==> config.mk <==
export PLATFORM = sky130hd
export DESIGN_NAME = cmop_queue
export DESIGN_NICKNAME = d
export VERILOG_FILES = /design/src/hw/rtl/cmop_pkg.sv /design/src/hw/rtl/cmop_queue.sv
export SDC_FILE = /design/constraint.sdc
export NUM_CORES = 1
export LEC_CHECK = 0
export ABC_CLOCK_PERIOD_IN_PS = 2000
export BUFFER_PORTS_ARGS = -buffer_cell sky130_fd_sc_hd__clkbuf_2
export CORE_ASPECT_RATIO = 0.6
export CORE_UTILIZATION = 55
export CTS_BUF_LIST = sky130_fd_sc_hd__clkbuf_4 sky130_fd_sc_hd__clkbuf_8
export DETAILED_ROUTE_END_ITERATION = 16
export PLACE_DENSITY = 0.73
export SLEW_MARGIN = 10
export SYNTH_ARGS = -nofsm -noshare
export SYNTH_HDL_FRONTEND = slang
export SYNTH_SLANG_ARGS = --single-unit
==> constraint.sdc <==
create_clock -name clk -period 2 [get_ports clk]
set_input_delay 0.4 -clock clk [delete_from_list [all_inputs] [get_ports clk]]
set_output_delay 0.4 -clock clk [all_outputs]
set_load 0.02 [all_outputs]
==> src/hw/rtl/cmop_pkg.sv <==
// ----------------------------------------------------------------------------
// cmop_pkg: shared definitions for the cursor mask / outline / premultiply block
// Pixel constants, register indexes, queue sizing and the types that pass
// between the front, the queue and the back.
// ----------------------------------------------------------------------------
`default_nettype none

package cmop_pkg;

	// image geometry limits
	localparam int MAX_WIDTH  = 256;
	localparam int MAX_HEIGHT = 256;
	localparam int COL_W      = $clog2(MAX_WIDTH);
	localparam int DIM_W      = 9;

	// pixel words
	localparam int          PIX_W      = 32;
	localparam logic [31:0] PIX_BLACK  = 32'hFF00_0000;
	localparam logic [31:0] PIX_WHITE  = 32'hFFFF_FFFF;
	localparam logic [31:0] PIX_CLEAR  = 32'h0000_0000;
	localparam logic [31:0] MASK_WHITE = 32'h00FF_FFFF;

	// item kinds
	localparam logic CMD_PIXEL = 1'b0;

	// configuration port
	localparam int              CFG_IDX_W         = 3;
	localparam int              CFG_DATA_W        = 9;
	localparam logic [2:0]      REG_IMAGE_WIDTH   = 3'd0;
	localparam logic [2:0]      REG_IMAGE_HEIGHT  = 3'd1;
	localparam logic [2:0]      REG_COMBINE_MASK  = 3'd2;
	localparam logic [2:0]      REG_OUTLINE       = 3'd3;
	localparam logic [2:0]      REG_PREMULTIPLY   = 3'd4;
	localparam logic [DIM_W-1:0] IMAGE_WIDTH_RST  = 9'd32;
	localparam logic [DIM_W-1:0] IMAGE_HEIGHT_RST = 9'd32;

	// queue between front and back
	localparam int QUEUE_DEPTH = 4;
	localparam int QPTR_W      = $clog2(QUEUE_DEPTH);
	localparam int QLVL_W      = QPTR_W + 1;

	// settings seen by the front
	typedef struct packed {
		logic [DIM_W-1:0] width;
		logic [DIM_W-1:0] height;
		logic             combine;
		logic             outline;
	} cmop_cfg_t;

	// one queued result
	typedef struct packed {
		logic [PIX_W-1:0] pixel;
		logic             last;
	} cmop_item_t;

	// clamp a geometry register to 1..lim
	function automatic logic [DIM_W-1:0] clamp_dim(input logic [DIM_W-1:0] v,
		input logic [DIM_W-1:0] lim);
		if (v == '0) begin
			return DIM_W'(1);
		end
		if (v > lim) begin
			return lim;
		end
		return v;
	endfunction

endpackage

`default_nettype wire

==> src/hw/rtl/cmop_queue.sv <==
// ----------------------------------------------------------------------------
// cmop_queue: short result queue
// Decouples the front from the back so each side stalls on its own.
// ----------------------------------------------------------------------------
`default_nettype none

module cmop_queue import cmop_pkg::*; (
	input  wire logic              clk,
	input  wire logic              arst_n,
	input  wire logic              push,
	input  wire cmop_item_t        push_item,
	input  wire logic              pop,
	output logic                   not_empty,
	output cmop_item_t             head,
	output logic [QLVL_W-1:0]      level
);

	cmop_item_t        slot_q [QUEUE_DEPTH];
	logic [QPTR_W-1:0] wptr_q;
	logic [QPTR_W-1:0] rptr_q;
	logic [QLVL_W-1:0] count_q;

	assign not_empty = count_q != '0;
	assign head      = slot_q[rptr_q];
	assign level     = count_q;

	// store pushed beats
	always_ff @(posedge clk) begin
		if (push) begin
			slot_q[wptr_q] <= push_item;
		end
	end

	// advance pointers and count
	always_ff @(posedge clk or negedge arst_n) begin
		if (!arst_n) begin
			wptr_q  <= '0;
			rptr_q  <= '0;
			count_q <= '0;
		end else begin
			if (push) begin
				wptr_q <= wptr_q + QPTR_W'(1);
			end
			if (pop) begin
				rptr_q <= rptr_q + QPTR_W'(1);
			end
			case ({push, pop})
				2'b10:   count_q <= count_q + QLVL_W'(1);
				2'b01:   count_q <= count_q - QLVL_W'(1);
				default: count_q <= count_q;
			endcase
		end
	end

endmodule

`default_nettype wire

### After elaboration in Yosys (flattened, before gate mapping)

Memories as Yosys holds them, arrays and structs flattened.
Cells that the tools add are included.

* memories kept: 1
* input bits: 37
* memory bits (writable): 132
* word-level logic and storage cells: 15
* bits in registers: 7

Memories
* slot_q: depth 4, width 33, read ports 1, clocked after memory_dff 0, wr ports 1, line cmop_queue.sv:18 `cmop_item_t slot_q [QUEUE_DEPTH];`

* add/subtract/negate cells: 4
* eq/ne operators: 2
* reductions and logical operators: 2
* multiplexer cells: 3

Operators with widths (count)
* $pmux W3 S2: 1
* $add A2 B1 Y2 const B: 2
* $add A3 B1 Y3 const B: 1
* $reduce_bool A3 Y1: 1
* $sub A3 B1 Y3 const B: 1
* $eq A2 B1 Y1 const B: 1
* $eq A2 B2 Y1 const B: 1
* $mux W1: 2
* $reduce_bool A2 Y1: 1

### Longest topological paths before layout

* depth after elaboration: 2
* mapped depth: 6
* mapped depth without buffers: 6

### Least setup slack after synthesis

Ideal clock, no wire load.

* path kind: register -> register
* start point: register wptr_q[0]
* end point: memory slot_q[0][0] in the netlist's numbering (enable)
* path buffers: 0
* clock period less this slack: 1826 ps
* arrival: 1432 ps
* stages on the path, launching flop included: 4
* slack: 174 ps
* cell sequence: dfrtp_1 inv_1 ha_1 and2_1

RTL lines
* start, declared: line cmop_queue.sv:19 `logic [QPTR_W-1:0] wptr_q;`
* start signal, assigned: line cmop_queue.sv:42 `wptr_q <= wptr_q + QPTR_W'(1);`
* end, declared: line cmop_queue.sv:18

Straight into the memory's write port.

==> out/qor.yml <==
ys_types: 18
synth_seq_cells: 139
status: "finished with violations"
cts.path.max_buffers: 2
critPathMaxStageDelay_ns: 0.55
critPathTopFamily: "multiplexers"
setup_viol: 33
post-route-period-util: 1.09
syn_area_mm2: 0.00520
drv_cap: 0
dr.pass1.iters: 4
die_area_mm2: 0.00986
yosysTopAreaCellShare: 0.763
dp_hpwl_mm: 5.05
numCtsBuffers: 17
fin_area_mm2: 0.00654
hold_depth: 1
cp_max_fo: 6
synth.area.top_cells: "edfxtp_1, mux4_2, dfrtp_1"
critPathRequiredTime_ns: 1.60
n_antenna_cell: 0
min-delay-start: "push_item[24]"
final_nets: 350
criticalPathCategory: "reg2out"
htreeDepth: 4
rrSetupSlack_ns: 0.46
skew_ns: 0.0107
yosysWarningCount: 0
antenna_found_initial: 0
grt_pass1_wl_mm: 12.7
hold_viol: 0
max_slew_margin: 0.798
r2r_cells: 4
cp-end-kind: "output pin"
grt_max_degree: 26
clock-sinks: 139
cp_slowest_cell: "mux4_2"
p_leak_uw: 0.00234
overflow: 0
worst_setup_path_start_kind: "register"
reg2reg_from: "wptr_q[0]$_DFFE_PN0P_"
dp_worst_setup_slack_ns: 0.247
mostFrequentLayoutCell: "edfxtp_1"
min_period_ns: 2.18
viasPerCell: 5.30
fp.dieW_um: 128
p_per_area_mw_per_mm2: 1580
synth_top_area_cell: "edfxtp_1"
synth_edf_count: 132
ys.flop_type: "edfxtp_1"
maxSlewViolCount: 0
portBuffers: 73
path_buf_inv: 3
peakVddDrop_mv: 0.827
min_to: "slot_q[0][24]$_DFFE_PP_"
area_growth_syn_to_layout_pct: 25.8
cts_tree: "done"
worst_pin_slew_ns: 0.303
rr_endpoint: "slot_q[2][14]$_DFFE_PP_"
final_core_util: 0.711
final_cell_mix: "edfxtp_1, clkbuf_2, mux4_2"
drc: 0
grt_usage: 0.186
synth_nets: 248
grt_pass1_vias: 2415
drt_iter0_drc: 160
io_pins: 74
fmax_ghz: 0.458
drtAntennaViolNets: 0
avgSynthCellArea_um2: 25.4
layout_setup_ws_ns: -0.182
hold_path_class: "in2reg"
die_h_um: 77.3
wl_per_cell_um: 19.6
core_mm2: 0.00919
clock_latency_ns: 0.43
path_clk_slew_ns: 0.07
drt_wl_total_mm: 8.81
async_flop_share: 0.0504
arrival_ns: 1.78
layout-drive-gt1-share: 0.503
root_buffer: "clkbuf_8"
initial_core_util: 0.566
yosysSeqAreaShare: 0.796
crit_top_cell: "buf_12"
syn_inst: 205
vias: 2387
violations: "negative setup slack"
detailed_place.area_mm2: 0.00581
num_rows: 27
rsz0062_at_grt: "true"
path_cells: "buf_12 -> buf_12 -> mux4_2 -> buf_6"
place.gp.congestion: 0.695
setup_tns_ns: -4.94
==> repair_timing <==
action,CTS,global route
endpoints found under the setup margin,33,33
gates resized for setup,1,99
hold buffers,1,0
hold endpoints to repair,7,0
buffers inserted,0,2
gates cloned,0,4
==> cell usage after synthesis (2+ instances only) <==
cell type,count
xnor2_1,3
dfrtp_1,7
mux4_1,5
xor2_1,3
mux4_2,28
buf_12,3
nand2_1,2
and2_1,4
edfxtp_1,132
buf_2,4
ha_1,5
inv_1,3
==> per-layer routing <==
layer / global-route usage / vias to the layer above / routed length, um
met4: 0.0464 / 0 / 48
met5: 0 / - / 0
met2: 0.291 / 81 / 4200
li1: - / 1062 / -
met1: 0.241 / 1234 / 3980
met3: 0.0823 / 10 / 583
==> worst reg2reg max path, stage by stage (launching register included) <==
cell	delay, ns
dfrtp_1	0.43
inv_1	0.10
ha_1	0.14
and2_2	0.31
buf_12	0.25
==> sequential cells by signal (all words and copies together) (netlist names) <==
name,cells
level,3
slot_q,132
rptr_q,2
wptr_q,2
==> metrics by stage <==
step,cells,hold WS (ns),power (uW)
final,450,0.190,10300
after global routing,450,0.162,10800
after CTS,444,0.170,9570
after detailed placement,411,0.258,7170
after global placement,411,0.256,7120
after floorplan,205,0.104,6200
==> how the worst max path moves through the flow <==
stage / from / end / slack, ns / cells after the start
5_1_grt: rptr_q[0]$_DFFE_PN0P_ / head[24] / -0.24 / 4
3_3_place_gp: rptr_q[0]$_DFFE_PN0P_ / head[32] / 0.25 / 3
2_1_floorplan: wptr_q[0]$_DFFE_PN0P_ / slot_q[0][0]$_DFFE_PP_ / 0.17 / 3
6_report: rptr_q[0]$_DFFE_PN0P_ / head[24] / -0.18 / 4
4_1_cts: rptr_q[0]$_DFFE_PN0P_ / head[32] / -0.22 / 3
3_5_place_dp: rptr_q[0]$_DFFE_PN0P_ / head[32] / 0.25 / 3
==> report_power, final <==
| group | internal (uW) | total, uW | switching, uW |
|---|---|---|---|
| sequential | 3820 | 4000 | 180 |
| clock | 1420 | 2400 | 982 |
| combinational | 2030 | 3940 | 1910 |
==> final cells by class <==
cell class	instances	area, um^2
clock buffer	25	319
fill	560	2650
clock inverter	7	114
tap	130	163
multi-input combinational	55	942
sequential	139	4140
timing repair buffer	91	847
inverter	3	11.3
==> kinds of logic after synthesis <==
family | synth area share
simple gates | 0.00818
compound gates | 0.000962
mux | 0.149
buf+inv | 0.0197
flops | 0.796
fa+ha+maj | 0.0159
xor+xnor | 0.0101
(Power assumes the default switching activity.)
