<file path="config.mk">
export PLATFORM = sky130hd
export DESIGN_NAME = cmop_back
export DESIGN_NICKNAME = d
export VERILOG_FILES = /design/src/hw/rtl/cmop_pkg.sv /design/src/hw/rtl/cmop_back.sv
export SDC_FILE = /design/constraint.sdc
export NUM_CORES = 1
export LEC_CHECK = 0
export ABC_CLOCK_PERIOD_IN_PS = 4800
export BUFFER_PORTS_ARGS = -buffer_cell sky130_fd_sc_hd__buf_2
export CAP_MARGIN = 10
export CORE_MARGIN = 4
export CORE_UTILIZATION = 55
export DETAILED_ROUTE_END_ITERATION = 10
export GPL_TIMING_DRIVEN = 1
export MAX_ROUTING_LAYER = met4
export PLACE_DENSITY_LB_ADDON = 0.1
export SLEW_MARGIN = 25
export SYNTH_ARGS = -nofsm -noshare
export SYNTH_HDL_FRONTEND = slang
export SYNTH_SLANG_ARGS = --single-unit
export TNS_END_PERCENT = 30
</file>
<file path="constraint.sdc">
create_clock -name clk -period 4.8 [get_ports clk]
set_input_delay 1.44 -clock clk [delete_from_list [all_inputs] [get_ports clk]]
set_output_delay 1.44 -clock clk [all_outputs]
set_load 0.1 [all_outputs]
</file>
<file path="src/hw/rtl/cmop_pkg.sv">
// ----------------------------------------------------------------------------
// cmop_pkg: shared definitions for the cursor mask / outline / premultiply block
// Pixel constants, register indexes, queue sizing and the types that pass
// between the front, the queue and the back.
// ----------------------------------------------------------------------------
`default_nettype none

package cmop_pkg;

	// image geometry limits
	localparam int MAX_WIDTH  = 256;
	localparam int MAX_HEIGHT = 256;
	localparam int COL_W      = $clog2(MAX_WIDTH);
	localparam int DIM_W      = 9;

	// pixel words
	localparam int          PIX_W      = 32;
	localparam logic [31:0] PIX_BLACK  = 32'hFF00_0000;
	localparam logic [31:0] PIX_WHITE  = 32'hFFFF_FFFF;
	localparam logic [31:0] PIX_CLEAR  = 32'h0000_0000;
	localparam logic [31:0] MASK_WHITE = 32'h00FF_FFFF;

	// item kinds
	localparam logic CMD_PIXEL = 1'b0;

	// configuration port
	localparam int              CFG_IDX_W         = 3;
	localparam int              CFG_DATA_W        = 9;
	localparam logic [2:0]      REG_IMAGE_WIDTH   = 3'd0;
	localparam logic [2:0]      REG_IMAGE_HEIGHT  = 3'd1;
	localparam logic [2:0]      REG_COMBINE_MASK  = 3'd2;
	localparam logic [2:0]      REG_OUTLINE       = 3'd3;
	localparam logic [2:0]      REG_PREMULTIPLY   = 3'd4;
	localparam logic [DIM_W-1:0] IMAGE_WIDTH_RST  = 9'd32;
	localparam logic [DIM_W-1:0] IMAGE_HEIGHT_RST = 9'd32;

	// queue between front and back
	localparam int QUEUE_DEPTH = 4;
	localparam int QPTR_W      = $clog2(QUEUE_DEPTH);
	localparam int QLVL_W      = QPTR_W + 1;

	// settings seen by the front
	typedef struct packed {
		logic [DIM_W-1:0] width;
		logic [DIM_W-1:0] height;
		logic             combine;
		logic             outline;
	} cmop_cfg_t;

	// one queued result
	typedef struct packed {
		logic [PIX_W-1:0] pixel;
		logic             last;
	} cmop_item_t;

	// clamp a geometry register to 1..lim
	function automatic logic [DIM_W-1:0] clamp_dim(input logic [DIM_W-1:0] v,
		input logic [DIM_W-1:0] lim);
		if (v == '0) begin
			return DIM_W'(1);
		end
		if (v > lim) begin
			return lim;
		end
		return v;
	endfunction

endpackage

`default_nettype wire

</file>
<file path="src/hw/rtl/cmop_back.sv">
// ----------------------------------------------------------------------------
// cmop_back: premultiply and output register
// Pops the queue, scales blue, green and red by alpha/255 when premultiply
// is enabled and holds the result in the output register until it is taken.
// ----------------------------------------------------------------------------
`default_nettype none

module cmop_back import cmop_pkg::*; (
	input  wire logic             clk,
	input  wire logic             arst_n,
	input  wire logic             premul_en,
	input  wire logic             q_valid,
	input  wire cmop_item_t       q_item,
	output logic                  pop,
	output logic                  out_valid,
	input  wire logic             out_ready,
	output logic [PIX_W-1:0]      out_pixel,
	output logic                  out_last
);

	logic             valid_q;
	logic [PIX_W-1:0] pixel_q;
	logic             last_q;
	logic [PIX_W-1:0] scaled;
	logic [7:0]       alpha;
	logic [15:0]      prod [3];
	logic [16:0]      corr [3];

	// floor(c * a / 255) = (n + (n >> 8) + 1) >> 8 for n = c * a
	always_comb begin
		alpha = q_item.pixel[31:24];
		scaled = q_item.pixel;
		for (int i = 0; i < 3; i++) begin
			prod[i] = 16'(q_item.pixel[i*8 +: 8]) * 16'(alpha);
			corr[i] = 17'(prod[i]) + 17'(prod[i][15:8]) + 17'd1;
			if (premul_en) begin
				scaled[i*8 +: 8] = corr[i][15:8];
			end
		end
	end

	// take the head when the output register is free or being drained
	assign pop = q_valid && (!valid_q || out_ready);

	always_ff @(posedge clk or negedge arst_n) begin
		if (!arst_n) begin
			valid_q <= 1'b0;
		end else if (pop) begin
			valid_q <= 1'b1;
		end else if (out_ready) begin
			valid_q <= 1'b0;
		end
	end

	always_ff @(posedge clk) begin
		if (pop) begin
			pixel_q <= scaled;
			last_q  <= q_item.last;
		end
	end

	assign out_valid = valid_q;
	assign out_pixel = pixel_q;
	assign out_last  = last_q;

endmodule

`default_nettype wire

</file>
* Word-level counts from Yosys, hierarchy flattened
Index checks and enable logic that the tools add are counted.
** Operators by class
- Add/sub/neg operators :: 6
- Multiply operators :: 3
- Divide/modulo/power cells :: 0
- $lt $le $gt $ge :: 0
- Equality and inequality tests :: 0
- Shift-type cells :: 0
- Multiplexer cells :: 5
- Bitwise operators :: 0
- Reduce and logical (&&, ||, !) cells :: 4
** Operator list (count)
- $add 16x1->16 const B :: 3
- $add 16x8->16 :: 3
- $mul 8x8->16 :: 3
- $mux 8 :: 3
- $mux 1 :: 2
- $reduce_bool 2->1 :: 1
- $logic_and 1x1->1 :: 1
- $logic_not 1->1 :: 1
- $logic_or 1x1->1 :: 1
** Word-level totals
- Flip-flop bits (word level) :: 34
- Bits in latches :: 0
- Bits in writable memories :: 0
- ROM bits :: 0
- Input port bits :: 38
- Output and inout port bits :: 35
- Word-level logic and storage cells :: 21
- Memories :: 0

* Longest topological paths before layout
- Depth after elaboration :: 4
- Gate-level depth with buffers :: 25
- Depth with buffers taken out :: 24

* Least setup slack after synthesis
OpenSTA, ideal clock, no wires.
- Kind :: input-to-reg
- Start point :: input q_item[32] (netlist name)
- End point :: register pixel_q[8] (netlist: out_pixel[8]), data pin
- Data arrival time :: 7228 ps
- Required time :: 4540 ps
- Slack :: -2688 ps
- Cell stages on the path :: 23
- Cell sequence :: clkbuf_1 -> nand2_1 -> fa_1 -> fa_1 -> inv_1 -> fa_1 -> inv_1 -> fa_1 -> inv_1 -> ha_1 -> a21o_1 -> a211o_2 -> a2111oi_4 -> nor2_1 -> xnor2_1 -> inv_1 -> ha_1 -> a21o_1 -> a21o_1 -> a21oi_1 -> nand2_1 -> xnor2_1 -> mux2_2
** Between the ends
- Cells in the longest elaborated chain, start to end :: 4
** Ends and longest elaborated chain
- from (decl) :: RTL line cmop_back.sv:13 : input wire cmop_item_t q_item,
- $mul 8x8->16 :: RTL line cmop_back.sv:34 : prod[i] = 16'(q_item.pixel[i*8 +: 8]) * 16'(alpha);
- $add 16x8->16 :: RTL line cmop_back.sv:35 : corr[i] = 17'(prod[i]) + 17'(prod[i][15:8]) + 17'd1;
- $add 16x1->16 :: RTL line cmop_back.sv:35
- $mux 8 :: RTL line cmop_back.sv:36 : if (premul_en) begin
- named net scaled[8] :: RTL line cmop_back.sv:24 : logic [PIX_W-1:0] scaled;
- to (signal assigned) :: RTL line cmop_back.sv:57 : pixel_q <= scaled;
- to (decl) :: RTL line cmop_back.sv:22 : logic [PIX_W-1:0] pixel_q;
The timed path passes the listed nets, and every way through them passes these cells.
A chain may end at the register's enable or synchronous reset.

* Worst setup path in the final report
- Start point :: input q_item[29] (netlist name)
- End point :: register pixel_q[14] (netlist: out_pixel[14]), data pin
The elaborated chain is that of the path after synthesis.

==> results.json <==
{
  "synthesis.nets": 1285,
  "port_buffers": 72,
  "die_y_um": 136.4,
  "nets": 1602,
  "ys_ff_latch": 34,
  "yosys.area.top_type_share_pct": 23.86,
  "clk_pin_slew_worst_paths_ns": 0.05,
  "grt.overflow.total": 0,
  "tightestPinTransition_ns": 0.8339,
  "num_rows": 46,
  "yosys_most_used_dff": "edfxtp_1",
  "max_stage_delay_ns": 0.54,
  "startpoint": "q_item[29]",
  "cts_sinks": 34,
  "worst-setup-path-type": "input pin to register",
  "finalMaxSlewViolations": 0,
  "finalSetupViolations": 24,
  "rsz0062_at_grt": "true",
  "ys_seq_area_share_pct": 11.21,
  "crit_chain": "buf_12 > buf_12 > and2_4 > fa_2 > fa_1 > fa_1 > inv_1 > fa_1 > inv_2 > ha_4 > and2_4 > a211o_4 > a2111oi_4 > nor2_2 > xnor2_2 > inv_1 > ha_1 > a21o_1 > a21o_1 > a21oi_2 > buf_4 > a211oi_2 > xnor2_1 > a21oi_1",
  "async_flop_share_pct": 2.941,
  "relSlewSlack_pct": 44.41,
  "worstSetupStartpointType": "input pin",
  "fillers": 1066,
  "viasPerCell": 5.410,
  "vdd_drop_max_mv": 0.6892,
  "cts_tree": "yes",
  "drc_errors": 0,
  "timing.hold.ws_ns": 0.4996,
  "status": "complete, but fails checks",
  "min_from": "out_valid",
  "period_minus_slack_ns": 6.625,
  "wl_per_cell_um": 16.28,
  "grt_first_pass_wirelength_um": 41110,
  "critPathSlowestCell": "fa_1",
  "cts-root-buf": "clkbuf_16",
  "grt_usage_pct": 28.51,
  "synthTopCellsByArea": "fa_1, ha_1, and2_1",
  "chipWidth_um": 136.4,
  "required_ns": 4.81,
  "numCtsBuffers": 5,
  "grt_max_degree": 45,
  "dieArea_um2": 18600,
  "drt_iter0_markers": 278,
  "arrival_ns": 6.63,
  "drtPass1Iterations": 5,
  "path_max_fanout": 6,
  "core_area_um2": 16000,
  "cts_buffer_depth": 2,
  "worstSkewPairLatency_ns": 0.30,
  "p_total_mw": 9.568,
  "r2r_start": "out_valid",
  "drive_above_1_share_pct": 36.45,
  "dp_hpwl_um": 19770,
  "synthCells": 1010,
  "wl_um": 25160,
  "htree_levels": 2,
  "postSynthAreaPerCell_um2": 8.973,
  "yosys.area.top_type": "fa_1",
  "hold_violations": 0,
  "antenna_found_initial": 1,
  "worst_setup_path_end_kind": "register",
  "synth_edf_count": 33,
  "start_util_pct": 56.64,
  "leakagePower_nw": 6.442,
  "io_pins": 73,
  "maxCapViolations": 0,
  "yosys_warnings": 0,
  "dr_total_vias": 8358,
  "place.gp.congestion": 0.8828,
  "yosysUniqueCellTypes": 66,
  "violations": "negative setup slack",
  "cellPowerDensity_nw_per_um2": 752.0,
  "hold_class": "register to register",
  "finalCritPeriodShare_pct": 138.0,
  "fin_skew_ns": 0.01562,
  "ant_nets": 0,
  "critPathMostFrequentCell": "fa_1",
  "grt_pass1_vias": 8792,
  "fmax_mhz": 150.9,
  "syn2layout_area_growth_pct": 40.40,
  "worst_slack_ns": -1.825,
  "netlist_area_um2": 9062
}
==> through the flow <==
stage | cell area [um2] | worst slack [ns] | TNS, ns | utilization, % | std cells
after floorplan | 9356 | -1.902 | -42.74 | - | 1010
after global placement | 11460 | -2.226 | -51.01 | 71.65 | 1490
after detailed placement | 11460 | -2.319 | -53.59 | 71.65 | 1490
after CTS | 12480 | -1.804 | -39.53 | 77.97 | 1536
after global routing | 12720 | -2.014 | -45.49 | 79.52 | 1545
final | 12720 | -1.825 | -40.83 | 79.52 | 1545
==> per-layer routing <==
layer / up-vias / GRT usage (%) / routed length [um]
met2: 202 / 50.06 / 13040
met5: - / - / 0
met1: 4096 / 34.48 / 10480
met4: 0 / 9.071 / 644
met3: 49 / 2.998 / 993
li1: 4011 / - / -
==> area by class of cell <==
type	instances	area, um2	share of cell area, %
diodes	1	2.502	0.01967
clock buffers	7	142.6	1.121
clock inverters	1	5.005	0.03934
inverters	171	641.9	5.045
multi-input cells	780	8080	63.51
flip-flops and latches	34	1016	7.985
well taps	216	270.3	2.124
repair buffers	335	2565	20.16
==> cells in the mapped netlist (3+ instances only) <==
master and number:
edfxtp_1 33, xor2_1 10, a31oi_1 7, o211ai_1 10, and3_1 12, fa_1 108, o21a_1 8, or2_2 3
o21ai_0 17, nand3_1 12, a211oi_1 9, a21o_1 25, a2111oi_4 3, nor3_1 17, nor4_1 3, nor2b_1 7
clkbuf_1 23, a221oi_1 3, and2_1 167, nand2_1 53, nand2b_1 5, nand4_1 7, a211o_1 3, nor3b_1 3
nor2_1 27, o2111ai_1 3, ha_1 129, o311ai_0 3, a221o_1 3, xnor2_1 28, inv_1 171, a21oi_1 45
or3_1 5, a31o_2 3, mux2_2 3
==> repair_timing <==
action | 4_1_cts | 5_1_grt
hold buffers | 0 | 0
pin swaps | 96 | 34
setup buffers | 37 | 9
cloned | 1 | 0
resized for setup | 130 | 36
endpoints found under the setup margin | 24 | 24
==> state kept, by name (all words and copies together), names as in the netlist <==
register and count:
out_pixel 32, out_last 1, out_valid 1
==> power breakdown <==
| group | switching (mW) | total (mW) | internal (mW) |
|---|---|---|---|
| Sequential | 0.0162 | 0.475 | 0.459 |
| Combinational | 4.40 | 8.75 | 4.35 |
| Clock | 0.142 | 0.348 | 0.206 |
| Total | 4.56 | 9.57 | 5.01 |
==> layout by cell type (no fill, tap or decap), types with 5 or more instances in the layout <==
cell type  synthesis  final
a211oi_2           2      5
a21o_1            25     25
a21oi_1           45     29
a21oi_2            1     11
a21oi_4            0      6
a31oi_1            7      6
and2_1           167    146
and2_4             0     20
and3_1            12     12
buf_12             0      8
buf_2              1     58
buf_4              0    251
buf_6              0     14
clkbuf_16          0      5
edfxtp_1          33     33
fa_1             108    103
fa_2               0      5
ha_1             129    109
ha_4               0     20
inv_1            171    161
inv_2              0     10
nand2_1           53     44
nand2_2            0      5
nand2b_1           5      5
nand3_1           12     10
nand4_1            7      7
nor2_1            27     23
nor2b_1            7      5
nor3_1            17     11
nor3_2             1      6
o211ai_1          10     10
o21a_1             8      8
o21ai_0           17     10
or3_1              5      5
xnor2_1           28     22
xnor2_2            0      5
xor2_1            10      8
==> worst max-delay path: cells and delay by family <==
| kind | cells | cell delay (ns) |
|---|---|---|
| adders and majority gates | 6 | 2.39 |
| AOI/OAI and AO/OA | 7 | 1.37 |
| buffers and inverters | 6 | 0.57 |
| xor gates and xnor gates | 2 | 0.46 |
| and+or+nand+nor | 3 | 0.39 |
==> cells by family (layout without fill, tap and decap cells) <==
logic type | count (synthesis) | after routing | synth area share [%]
AO/OA/AOI/OAI | 168 | 168 | 13.61
XOR/XNOR | 40 | 40 | 4.170
adder cells (fa/ha/maj) | 237 | 237 | 41.67
buffers and inverters | 196 | 514 | 8.187
flip-flops | 34 | 34 | 11.21
multiplexers | 5 | 5 | 0.5937
other | 0 | 1 | 0
AND/OR/NAND/NOR | 330 | 330 | 20.56
==> worst paths after layout <==
kind	end	slack (ns)	cells after the start
setup / recovery	out_pixel[14]	-1.83	24
max in group asynchronous	out_valid	3.80	1
hold / removal	out_valid	0.50	2
min in group asynchronous	out_valid	0.92	1
hold reg to reg	out_valid	0.50	2
setup reg to reg	out_pixel[12]	3.29	3
Power figures use the tool's default switching activity.
